**config.mk**
```make
export PLATFORM = sky130hd
export DESIGN_NAME = ordered_list_with_delete_unit
export DESIGN_NICKNAME = d
export VERILOG_FILES = /design/src/rtl/core/olwd_pkg.sv /design/src/rtl/core/olwd_ctrl.sv /design/src/rtl/core/olwd_dp.sv /design/src/rtl/core/ordered_list_with_delete_unit.sv
export VERILOG_INCLUDE_DIRS = /design/src /design/src/rtl/core
export SDC_FILE = /design/constraint.sdc
export NUM_CORES = 1
export LEC_CHECK = 0
export BUFFER_PORTS_ARGS = -buffer_cell sky130_fd_sc_hd__clkbuf_2
export CAP_MARGIN = 20
export CORE_ASPECT_RATIO = 0.7
export CORE_MARGIN = 2
export CORE_UTILIZATION = 55
export DETAILED_ROUTE_END_ITERATION = 8
export GPL_ROUTABILITY_DRIVEN = 1
export PLACE_DENSITY = 0.72
export SYNTH_ARGS = -nofsm -noshare
export SYNTH_HDL_FRONTEND = slang
export SYNTH_SLANG_ARGS = --single-unit
```
**constraint.sdc**
```tcl
create_clock -name clk_i -period 5.9 [get_ports clk_i]
set_clock_uncertainty 0.2 [all_clocks]
set_input_delay 1.77 -clock clk_i [delete_from_list [all_inputs] [get_ports clk_i]]
set_output_delay 1.77 -clock clk_i [all_outputs]
set_load 0.05 [all_outputs]
```
**src/rtl/core/ordered_list_with_delete_unit_macros.svh**
```systemverilog
// Assertion macros for the ordered list unit.
// Stand-alone header; no dependencies.
`ifndef ORDERED_LIST_WITH_DELETE_UNIT_MACROS_SVH
`define ORDERED_LIST_WITH_DELETE_UNIT_MACROS_SVH
`ifndef NO_ASSERTIONS
// Same-cycle implication, checked out of reset.
`define OLWD_ASSERT_NOW(lbl, clk, rstn, ante, cons, msg) \
  lbl: assert property (@(posedge clk) disable iff (!rstn) (ante) |-> (cons)) \
    else $error(msg);
// Next-cycle implication, checked out of reset.
`define OLWD_ASSERT_NEXT(lbl, clk, rstn, ante, cons, msg) \
  lbl: assert property (@(posedge clk) disable iff (!rstn) (ante) |=> (cons)) \
    else $error(msg);
`else
`define OLWD_ASSERT_NOW(lbl, clk, rstn, ante, cons, msg)
`define OLWD_ASSERT_NEXT(lbl, clk, rstn, ante, cons, msg)
`endif
`endif

```
**src/rtl/core/olwd_pkg.sv**
```systemverilog
// Shared types and constants for the ordered list unit.
// No dependencies.
package olwd_pkg;

  localparam int unsigned DefaultCapacity = 16;

  typedef enum logic [2:0] {
    FUNC_APPEND    = 3'd0,
    FUNC_DEL_FIRST = 3'd1,
    FUNC_DEL_LAST  = 3'd2,
    FUNC_DEL_VALUE = 3'd3,
    FUNC_READ_ALL  = 3'd4
  } func_e;

  typedef enum logic [1:0] {
    ST_OK       = 2'd0,
    ST_EMPTY    = 2'd1,
    ST_NOTFOUND = 2'd2,
    ST_FULL     = 2'd3
  } status_e;

  typedef struct packed {
    logic [2:0]         func;
    logic signed [31:0] value;
  } req_t;

  typedef struct packed {
    logic [1:0]         status;
    logic signed [31:0] entry_value;
    logic               last;
    logic [4:0]         entry_count;
  } rsp_t;

  typedef enum logic [3:0] {
    S_IDLE,
    S_DISPATCH,
    S_SHIFT_RD,
    S_SHIFT_WR,
    S_FINISH_DEL,
    S_SCAN_RD,
    S_SCAN_CMP,
    S_RD_REQ,
    S_RD_SEND
  } state_e;

  // Controller to datapath
  typedef struct packed {
    logic    load_req;
    logic    idx_clr;
    logic    idx_inc;
    logic    rd_cur;
    logic    rd_next;
    logic    wr_tail;
    logic    wr_shift;
    logic    cnt_inc;
    logic    cnt_dec;
    logic    out_load;
    status_e out_status;
    logic    out_entry;
    logic    out_last;
  } cmd_t;

  // Datapath to controller
  typedef struct packed {
    logic [2:0] func;
    logic       cnt_zero;
    logic       cnt_full;
    logic       match;
    logic       idx_last;
    logic       out_free;
  } sts_t;

endpackage

```
**src/rtl/core/olwd_ctrl.sv**
```systemverilog
// Sequencer for the ordered list unit: decodes requests and steps the
// datapath through scans, shifts and read-outs. Depends on olwd_pkg.
module olwd_ctrl import olwd_pkg::*; (
  input  logic clk_i,
  input  logic rst_ni,
  input  logic in_valid_i,
  output logic in_ready_o,
  input  sts_t sts_i,
  output cmd_t cmd_o
);

  state_e state_q, state_d;

  always_ff @(posedge clk_i or negedge rst_ni) begin
    if (!rst_ni) begin
      state_q <= S_IDLE;
    end else begin
      state_q <= state_d;
    end
  end

  // Next state
  always_comb begin
    state_d = state_q;
    case (state_q)
      S_IDLE: begin
        if (in_valid_i) state_d = S_DISPATCH;
      end
      S_DISPATCH: begin
        case (sts_i.func)
          FUNC_DEL_FIRST: begin
            if (!sts_i.cnt_zero) state_d = S_SHIFT_RD;
            else if (sts_i.out_free) state_d = S_IDLE;
          end
          FUNC_DEL_VALUE: begin
            if (!sts_i.cnt_zero) state_d = S_SCAN_RD;
            else if (sts_i.out_free) state_d = S_IDLE;
          end
          FUNC_READ_ALL: begin
            if (!sts_i.cnt_zero) state_d = S_RD_REQ;
            else if (sts_i.out_free) state_d = S_IDLE;
          end
          default: begin
            if (sts_i.out_free) state_d = S_IDLE;
          end
        endcase
      end
      S_SHIFT_RD: state_d = sts_i.idx_last ? S_FINISH_DEL : S_SHIFT_WR;
      S_SHIFT_WR: state_d = S_SHIFT_RD;
      S_FINISH_DEL: begin
        if (sts_i.out_free) state_d = S_IDLE;
      end
      S_SCAN_RD: state_d = S_SCAN_CMP;
      S_SCAN_CMP: begin
        if (sts_i.match) state_d = S_SHIFT_RD;
        else if (!sts_i.idx_last) state_d = S_SCAN_RD;
        else if (sts_i.out_free) state_d = S_IDLE;
      end
      S_RD_REQ: state_d = S_RD_SEND;
      S_RD_SEND: begin
        if (sts_i.out_free) state_d = sts_i.idx_last ? S_IDLE : S_RD_REQ;
      end
      default: state_d = S_IDLE;
    endcase
  end

  // Outputs
  always_comb begin
    cmd_o            = '0;
    cmd_o.out_status = ST_OK;
    cmd_o.out_last   = 1'b1;
    in_ready_o       = 1'b0;
    case (state_q)
      S_IDLE: begin
        in_ready_o     = 1'b1;
        cmd_o.load_req = in_valid_i;
      end
      S_DISPATCH: begin
        case (sts_i.func)
          FUNC_APPEND: begin
            if (sts_i.out_free) begin
              cmd_o.out_load = 1'b1;
              if (sts_i.cnt_full) begin
                cmd_o.out_status = ST_FULL;
              end else begin
                cmd_o.wr_tail = 1'b1;
                cmd_o.cnt_inc = 1'b1;
              end
            end
          end
          FUNC_DEL_LAST: begin
            if (sts_i.out_free) begin
              cmd_o.out_load = 1'b1;
              if (sts_i.cnt_zero) cmd_o.out_status = ST_EMPTY;
              else cmd_o.cnt_dec = 1'b1;
            end
          end
          FUNC_DEL_FIRST, FUNC_DEL_VALUE, FUNC_READ_ALL: begin
            if (!sts_i.cnt_zero) begin
              cmd_o.idx_clr = 1'b1;
            end else if (sts_i.out_free) begin
              cmd_o.out_load   = 1'b1;
              cmd_o.out_status = ST_EMPTY;
            end
          end
          default: begin
            cmd_o.out_load = sts_i.out_free;
          end
        endcase
      end
      S_SHIFT_RD: cmd_o.rd_next = !sts_i.idx_last;
      S_SHIFT_WR: begin
        cmd_o.wr_shift = 1'b1;
        cmd_o.idx_inc  = 1'b1;
      end
      S_FINISH_DEL: begin
        if (sts_i.out_free) begin
          cmd_o.out_load = 1'b1;
          cmd_o.cnt_dec  = 1'b1;
        end
      end
      S_SCAN_RD: cmd_o.rd_cur = 1'b1;
      S_SCAN_CMP: begin
        if (!sts_i.match) begin
          if (!sts_i.idx_last) begin
            cmd_o.idx_inc = 1'b1;
          end else if (sts_i.out_free) begin
            cmd_o.out_load   = 1'b1;
            cmd_o.out_status = ST_NOTFOUND;
          end
        end
      end
      S_RD_REQ: cmd_o.rd_cur = 1'b1;
      S_RD_SEND: begin
        if (sts_i.out_free) begin
          cmd_o.out_load  = 1'b1;
          cmd_o.out_entry = 1'b1;
          cmd_o.out_last  = sts_i.idx_last;
          cmd_o.idx_inc   = !sts_i.idx_last;
        end
      end
      default: ;
    endcase
  end

endmodule

```
**src/rtl/core/olwd_dp.sv**
```systemverilog
// Datapath of the ordered list unit: entry memory, count, walk index,
// request latch and result register. Depends on olwd_pkg.
module olwd_dp import olwd_pkg::*; #(
  parameter int unsigned CAPACITY = DefaultCapacity
) (
  input  logic clk_i,
  input  logic rst_ni,
  input  req_t in_word_i,
  output rsp_t out_word_o,
  output logic out_valid_o,
  input  logic out_ready_i,
  input  cmd_t cmd_i,
  output sts_t sts_o
);

  localparam int unsigned AddrW = $clog2(CAPACITY);
  localparam int unsigned CntW  = $clog2(CAPACITY + 1);

  logic signed [31:0] mem [CAPACITY];
  logic signed [31:0] rd_q;
  req_t               req_q;
  rsp_t               out_q;
  logic               out_vld_q, out_vld_d;
  logic [CntW-1:0]    count_q, count_d;
  logic [CntW-1:0]    idx_q, idx_d;
  logic [CntW-1:0]    idx_nxt;
  logic [CntW+4:0]    cnt_ext;
  logic [AddrW-1:0]   rd_addr, wr_addr;
  logic signed [31:0] wr_data;
  logic               wr_en;

  assign idx_nxt = idx_q + 1'b1;
  assign cnt_ext = {5'b0, count_d};

  always_comb begin
    count_d = count_q;
    if (cmd_i.cnt_inc) count_d = count_q + 1'b1;
    else if (cmd_i.cnt_dec) count_d = count_q - 1'b1;
  end

  always_comb begin
    idx_d = idx_q;
    if (cmd_i.idx_clr) idx_d = '0;
    else if (cmd_i.idx_inc) idx_d = idx_nxt;
  end

  // Read the current cell for scans and read-outs, the next one for shifts
  assign rd_addr = cmd_i.rd_next ? idx_nxt[AddrW-1:0] : idx_q[AddrW-1:0];
  assign wr_addr = cmd_i.wr_tail ? count_q[AddrW-1:0] : idx_q[AddrW-1:0];
  assign wr_data = cmd_i.wr_tail ? req_q.value : rd_q;
  assign wr_en   = cmd_i.wr_tail || cmd_i.wr_shift;

  always_ff @(posedge clk_i) begin
    if (wr_en) mem[wr_addr] <= wr_data;
    if (cmd_i.rd_cur || cmd_i.rd_next) rd_q <= mem[rd_addr];
  end

  always_ff @(posedge clk_i) begin
    if (cmd_i.load_req) req_q <= in_word_i;
    if (cmd_i.out_load) begin
      out_q.status      <= cmd_i.out_status;
      out_q.entry_value <= cmd_i.out_entry ? rd_q : 32'sd0;
      out_q.last        <= cmd_i.out_last;
      out_q.entry_count <= cnt_ext[4:0];
    end
  end

  always_comb begin
    out_vld_d = out_vld_q;
    if (cmd_i.out_load) out_vld_d = 1'b1;
    else if (out_ready_i) out_vld_d = 1'b0;
  end

  always_ff @(posedge clk_i or negedge rst_ni) begin
    if (!rst_ni) begin
      count_q   <= '0;
      idx_q     <= '0;
      out_vld_q <= 1'b0;
    end else begin
      count_q   <= count_d;
      idx_q     <= idx_d;
      out_vld_q <= out_vld_d;
    end
  end

  assign sts_o.func     = req_q.func;
  assign sts_o.cnt_zero = (count_q == '0);
  assign sts_o.cnt_full = (count_q == CntW'(CAPACITY));
  assign sts_o.match    = (rd_q == req_q.value);
  assign sts_o.idx_last = (idx_nxt == count_q);
  assign sts_o.out_free = !out_vld_q || out_ready_i;

  assign out_word_o  = out_q;
  assign out_valid_o = out_vld_q;

endmodule

```
**src/rtl/core/ordered_list_with_delete_unit.sv**
```systemverilog
// Ordered list unit: bounded list of signed 32-bit values with append,
// delete first/last/by value and read-all. Uses olwd_pkg, olwd_ctrl, olwd_dp.
//
// A request word (func, value) enters on in_valid_i/in_ready_o; result words
// (status, entry_value, last, entry_count) leave on out_valid_o/out_ready_i.
// Requests are handled one at a time: in_ready_o is high only while the
// sequencer is idle. The entries sit in a single-port-write, single-read
// memory with a registered read, so each cell of a walk is read in one state
// and then shifted, compared or sent in a second. Append, delete last and
// unused codes finish in the dispatch state, as does any request on an empty
// list. Delete first shifts every later entry down one place; delete value
// scans for the first match and then shifts; read all returns count words,
// one per entry, with last set on the final one. The next request is taken
// the cycle after the last word is loaded. A result register parts the
// output: a new request can be accepted while the previous word waits, and
// the sequencer holds whenever it has a word to give and that register is
// still occupied with out_ready_i low. Reset empties the list and drops any
// pending word; memory contents are not cleared.
`include "ordered_list_with_delete_unit_macros.svh"
module ordered_list_with_delete_unit import olwd_pkg::*; #(
  parameter int unsigned CAPACITY = DefaultCapacity
) (
  input  logic clk_i,
  input  logic rst_ni,
  input  logic in_valid_i,
  output logic in_ready_o,
  input  req_t in_word_i,
  output logic out_valid_o,
  input  logic out_ready_i,
  output rsp_t out_word_o
);

  cmd_t cmd;
  sts_t sts;

  olwd_ctrl u_ctrl (
    .clk_i      (clk_i),
    .rst_ni     (rst_ni),
    .in_valid_i (in_valid_i),
    .in_ready_o (in_ready_o),
    .sts_i      (sts),
    .cmd_o      (cmd)
  );

  olwd_dp #(
    .CAPACITY (CAPACITY)
  ) u_dp (
    .clk_i       (clk_i),
    .rst_ni      (rst_ni),
    .in_word_i   (in_word_i),
    .out_word_o  (out_word_o),
    .out_valid_o (out_valid_o),
    .out_ready_i (out_ready_i),
    .cmd_i       (cmd),
    .sts_o       (sts)
  );

  `OLWD_ASSERT_NOW(a_full_at_capacity, clk_i, rst_ni,
    out_valid_o && (out_word_o.status == ST_FULL),
    out_word_o.entry_count == 5'(CAPACITY), "full status below capacity")
  `OLWD_ASSERT_NOW(a_status_word_alone, clk_i, rst_ni,
    out_valid_o && (out_word_o.status != ST_OK),
    out_word_o.last && (out_word_o.entry_value == 32'sd0), "bad error word")
  `OLWD_ASSERT_NEXT(a_busy_after_accept, clk_i, rst_ni,
    in_valid_i && in_ready_o, !in_ready_o, "request taken while busy")

endmodule

```
## Word level (Yosys, flattened, before mapping)

Memories as Yosys holds them, arrays and structs flattened. A register that Yosys moved wholly into a read port is not among the register bits.
Cells that the tools add are included.

| storage, ports and cells | value |
|---|---|
| register bits | 90 |
| bits in writable memories | 512 |
| bits of input ports | 39 |
| memories | 1 |

| operators by class | value |
|---|---|
| add/subtract/negate cells | 3 |
| eq/ne operators | 17 |
| mux-type cells | 58 |
| reduce and logical (&&, ||, !) cells | 14 |

Memories:

| name | depth | bits a word | rd ports | clocked after Yosys merged registers in | wr ports | line | RTL |
|---|---|---|---|---|---|---|---|
| u_dp.mem | 16 | 32 | 1 | 1 | 1 | olwd_dp.sv:19 | `logic signed [31:0] mem [CAPACITY];` |

Operators by type and width:

| kind | count |
|---|---|
| $mux 4 | 11 |
| $pmux 4 s9 | 1 |
| $eq 32x32->1 | 1 |
| $mux 32 | 1 |
| $mux 3 | 8 |
| $mux 1 | 22 |
| $mux 5 | 4 |
| $eq 4x3->1 const B | 4 |
| $pmux 4 s3 | 1 |
| $add 5x1->5 const B | 2 |
| $eq 4x2->1 const B | 2 |
| $mux 2 | 4 |
| $eq 3x2->1 const B | 2 |
| $pmux 1 s3 | 2 |
| $pmux 2 s3 | 1 |
| $eq 5x5->1 | 1 |
| $eq 5x5->1 const B | 1 |
| $logic_not 5->1 | 1 |
| $sub 5x1->5 const B | 1 |
| $eq 4x1->1 const B | 1 |
| $eq 4x4->1 const B | 1 |
| $logic_not 4->1 | 1 |
| $pmux 1 s4 | 1 |
| $pmux 2 s2 | 1 |
| other kinds (12) | 17 |

## Logic depth before layout (Yosys ltp)

| logic depth | value |
|---|---|
| depth in word-level cells | 8 |
| gate-level depth with buffers | 13 |
| depth with buffers taken out | 9 |

## By module

Synthesis repeated with hierarchy kept, for this count alone.

| unflattened totals | value |
|---|---|
| cell total of the unflattened synthesis | 1685 |
| area total of the unflattened synthesis | 27592.7 um2 |

Modules (own cells, without submodules):

| module | times used | cells each | area each (um2) | seq. area each (um2) |
|---|---|---|---|---|
| olwd_dp | 1 | 1606 | 27028.4 | 18863.1 |
| olwd_ctrl | 1 | 79 | 564.3 | 100.1 |

## Worst setup path before layout

Ideal clock, no wire load.

| timing | value |
|---|---|
| kind | input port to flip-flop |
| start | input out_ready_i |
| end | memory u_dp.mem[2][0], enable pin |
| setup time | 0.421 ns |
| arrival time | 4.126 ns |
| setup slack | 1.153 ns |
| stages | 6 |
| buffers on the path | 1 |
| cell sequence | nand2b_1 -> and3_1 -> nand2_1 -> clkbuf_1 -> a21oi_1 -> nor2_1 |

| on the way | value |
|---|---|
| word-level cells in the longest chain between the ends | 7 |
| elaborated cells on any way between the ends | 8 |

Ends and longest elaborated chain:

| element | line | RTL |
|---|---|---|
| start, declared | ordered_list_with_delete_unit.sv:29 | `input logic out_ready_i,` |
| $logic_or 1x1->1 * | olwd_dp.sv:91 | `assign sts_o.out_free = !out_vld_q \|\| out_ready_i;` |
| $mux 1 * | olwd_ctrl.sv:81 | `if (sts_i.out_free) begin` |
| $mux 1 * | olwd_ctrl.sv:79 | `case (sts_i.func)` |
| $mux 1 * | olwd_ctrl.sv:73 | `case (state_q)` |
| $logic_or 1x1->1 | olwd_dp.sv:51 | `assign wr_en = cmd_i.wr_tail \|\| cmd_i.wr_shift;` |
| $mux 1 | olwd_dp.sv:54 | `if (wr_en) mem[wr_addr] <= wr_data;` |
| $mux 1 (not written as such) | olwd_dp.sv:54 |  |
| end, declared | olwd_dp.sv:19 |  |

Every way passes the cells marked *; elsewhere a longest branch is shown, timed or not.

## Worst setup path in the final report

| timing | value |
|---|---|
| start | register u_dp.idx_q[0] |
| end | register u_dp.rd_q[9], read port of u_dp.mem, data pin |

| on the way | value |
|---|---|
| word-level cells in the longest chain between the ends | 5 |
| elaborated cells on any way between the ends | 6 |

Ends and longest elaborated chain:

| element | line | RTL |
|---|---|---|
| start, declared | olwd_dp.sv:25 | `logic [CntW-1:0] idx_q, idx_d;` |
| start signal, assigned | olwd_dp.sv:81 | `idx_q <= idx_d;` |
| $add 5x1->5 | olwd_dp.sv:32 | `assign idx_nxt = idx_q + 1'b1;` |
| $eq 5x5->1 | olwd_dp.sv:90 | `assign sts_o.idx_last = (idx_nxt == count_q);` |
| $logic_not 1->1 | -- |  |
| $mux 1 | olwd_ctrl.sv:73 |  |
| $mux 4 or $logic_or 1x1->1 (tied branches) | olwd_dp.sv:48, olwd_dp.sv:55 |  |
| end, declared | olwd_dp.sv:20 | `logic signed [31:0] rd_q;` |

Several ways; a longest one is shown, not always the timed one.
A chain may end at the register's enable or synchronous reset.

==> impl_results.md <==
* Worst Path Required at 6.15 ns
* Post-DR wirelength/cell at 27.8 um
* Clock group share of total power at 0.245
* Congestion Overflow GR at 0
* DRT antenna net count at 0
* Final wirelength at slightly above 70000 um
* PD cells at 513 mW/mm^2
* Top cell type's share of synthesized area at 0.680
* CP arrival at 4.72 ns
* Nets@finish at 1892
* Critical Path Fanout Max at 49
* Via density at roughly 6.6
* F_max at 0.224 GHz
* 1st-pass router iterations at 6
* Setup Crit Path Kind: flip-flop to flip-flop
* TritonCTS Sinks at 634
* Vias in the first global route at 16300
* Synth async-reset ratio at 0.0237
* Post-synth net total at 1824
* Residual DRC at 0
* GRT Overall Usage at 0.278
* Pin count of the biggest net entering global routing at 63
* Clock Tree Root: clkbuf_16
* Leakage at 10.2 nW
* Worst-Skew Late Latency at 0.64 ns
* Min-delay worst type: flip-flop to flip-flop
* Max-cap violations at 0
* Setup TNS at 0 ns
* Switch Pwr at 5.78 mW
* First-pass GRT wire length at 106000 um
* Postcts setup bufs at 0
* Layout cells sized above 1 at 0.157
* I/O Pins at around 80
* Cells along the critical path: buf_4 > ha_4 > buf_4 > buf_4 > or3_1 > o32a_2 > buf_4 > o22ai_1 > o32a_1 > o311ai_1
* Avg Cell Area, Syn at ~15 sq um
* Setup crit end kind: flip-flop
* CTS tree: built
* Hpwl dp at 44900 um
* Critical Path Most Common Cell: buf_4
* Post-CTS Resized at 0
* Top area cells in the synthesized netlist: edfxtp_1, mux2i_1, mux4_2
* Distinct cells, synth at 61
* Die Y-Extent at 191 um
* Setup violations, final at 0
* Register area share after synthesis at 0.694
* Tightest Pin Transition at 1.17 ns
* Synth warnings at 0
* Vias at 16900
* Core Area at 0.0492 sq mm
* H-tree levels at 2
* Placed Area at ~0.029 sq mm
* Hold_buf cts at 0
* Worst reg-to-reg setup slack at 1.43 ns
* Sw Ratio at 0.367
* Final Util at 0.623
* IO buf count at 80
* Seq pwr share at 0.403
* Slew HR at 0.220
* Synth Flop Type: edfxtp_1
* Min-delay src: u_dp.idx_q[4]$_DFFE_PN0P_
* Hold Path Sink: u_dp.idx_q[4]$_DFFE_PN0P_
* P&R area growth vs syn at 12.1%
* Gate power share at 0.352
* Post-route clock period utilization at 0.758
* Startpoint Class: flip-flop
* Delay-heaviest family, CP: buffers and inverters
* GPL Wtd Cong at roughly 0.91
* CP peak stage delay at 0.78 ns
* Worst Path Buf+Inv at 4
* CTS clk-pin slew, worst paths at 0.07 ns
* FF-to-FF End: u_dp.rd_q[9]$_DFFE_PP_
* Slowest CP cell: buf_4
* Starting DRT DRC Count at 2403
* Site Rows at 68
* Outcome: complete, no violations
* Worst vdd ir at 300 uV
* RSZ-0062 raised after global routing: false
* Int Power at 9.95 mW
* Yosys reg bits at 634
* Initial Util at 0.556
* Die width at 270 um
* Dpl ws at 1.15 ns
* Final Hold Viols at 0
* Fin area at around 0.03 sq mm
* Syn Inst Count at 1781
* Antenna violations before repair at 0
* Synth area leader: edfxtp_1
* Final WS setup at 1.43 ns
* Worst hold slack at 0.311 ns
* Clock buffer depth at 3
* Worst hold path depth at 1
* Worst r2r path cells at 10
* Final Slew Violations at 0
* Synthesized cell area at between 0.02 and 0.03 sq mm
* CTS Buf Count at 58
* Antenna cells at 0
* Min cycle time layout at between 4 and 5 ns
* EDFF count, synth at 619
* R2R Path Start: u_dp.idx_q[0]$_DFFE_PN0P_
* Die area at 0.0515 sq mm
## power by group through the flow
| stage | combinational, mW | clock [mW] | sequential (mW) |
|---|---|---|---|
| floorplan | 3.54 | 0 | 6.42 |
| global placement | 5.26 | 0 | 6.41 |
| detailed placement | 5.42 | 0 | 6.42 |
| CTS | 5.44 | 3.89 | 6.33 |
| global route | 5.85 | 4.06 | 6.37 |
| finish | 5.54 | 3.85 | 6.35 |
## cell type report
| cell class | count | area, sq um |
|---|---|---|
| Clock inverter | 38 | 423 |
| Sequential cell | 634 | 19000 |
| Multi-Input combinational cell | 1016 | 7980 |
| Clock buffer | 70 | 1500 |
| Timing Repair Buffer | 133 | 926 |
| Inverter | 6 | 22.5 |
| Fill cell | 3549 | 18500 |
| Tap cell | 665 | 832 |
## cells in the mapped netlist (9+ instances only)
cell type and count:
nand2_1 183, buf_2 36, buf_4 10, mux2i_1 232, nand3_1 10, dfrtp_1 15
o32a_1 30, edfxtp_1 619, nor3_1 14, a32oi_1 30, buf_1 9, o22ai_1 124
a211oi_1 29, nor4_1 12, nor2_1 38, mux4_2 40, xor2_1 35, xnor2_1 9
o311ai_1 29, nor2b_1 35, and2_1 38, a21oi_1 54, clkbuf_1 68
## sequential cells by signal, indices dropped and copies added, names as in the netlist
name              count
u_dp.idx_q            5
u_dp.rd_q            32
u_dp.out_valid_o      1
u_dp.mem            512
u_dp.count_q          5
u_dp.sts_o            3
u_dp.req_q           32
u_dp.out_word_o      40
u_ctrl.state_q        4
## stage by stage
step	instances	power [mW]
after global routing	2562	16.3
after global placement	2451	11.7
after CTS	2561	15.7
final	2562	15.7
after detailed placement	2453	11.8
after floorplan	1781	9.97
## kinds of logic (layout without fill, tap and decap cells)
logic type,count (synthesis),after routing,synth area share
buf+inv,131,247,0.0216
mux,272,272,0.118
simple gates,359,359,0.0617
xor+xnor,44,44,0.0141
fa+ha+maj,5,5,0.00220
flops,634,634,0.694
compound gates,336,336,0.0887
## per-layer routing
layer | global-route usage | routed length (um) | vias to the layer above
met3 | 0.0667 | 8330 | 137
met1 | 0.407 | 29500 | 8527
li1 | - | - | 7237
met4 | 0.0712 | 1690 | 0
met2 | 0.425 | 31800 | 958
met5 | 0 | 0 | -
## worst max-delay path by stage
stage | startpoint | to | slack [ns] | cells past startpoint
detailed placement | out_ready_i | u_dp.mem[0][13]$_DFFE_PP_ | 1.15 | 9
CTS | u_dp.idx_q[0]$_DFFE_PN0P_ | u_dp.rd_q[0]$_DFFE_PP_ | 1.45 | 10
floorplan | out_ready_i | u_dp.mem[2][0]$_DFFE_PP_ | 1.15 | 6
global placement | out_ready_i | u_dp.mem[0][15]$_DFFE_PP_ | 1.18 | 9
finish | u_dp.idx_q[0]$_DFFE_PN0P_ | u_dp.rd_q[9]$_DFFE_PP_ | 1.43 | 10
global route | u_dp.idx_q[0]$_DFFE_PN0P_ | u_dp.rd_q[0]$_DFFE_PP_ | 1.29 | 10
## placed cells by master (no fill, tap or decap), types with 8 or more instances in the layout
| cell | n |
|---|---|
| clkinv_1 | 13 |
| clkbuf_16 | 58 |
| mux2i_1 | 232 |
| o32a_1 | 29 |
| o311ai_1 | 29 |
| o22ai_1 | 124 |
| mux4_2 | 40 |
| and2_1 | 36 |
| edfxtp_1 | 619 |
| nor3_1 | 14 |
| nand2_1 | 181 |
| buf_4 | 44 |
| nor2b_1 | 35 |
| a32oi_1 | 30 |
| a21oi_1 | 54 |
| o21ai_0 | 8 |
| xnor2_1 | 9 |
| nor4_1 | 12 |
| dfrtp_1 | 14 |
| nor2_4 | 17 |
| clkbuf_2 | 80 |
| nor2_1 | 20 |
| a211oi_1 | 29 |
| clkbuf_1 | 12 |
| clkinv_2 | 12 |
| xor2_1 | 35 |
| bufinv_16 | 8 |
| nand3_1 | 10 |
Power figures use the tool's default switching activity.
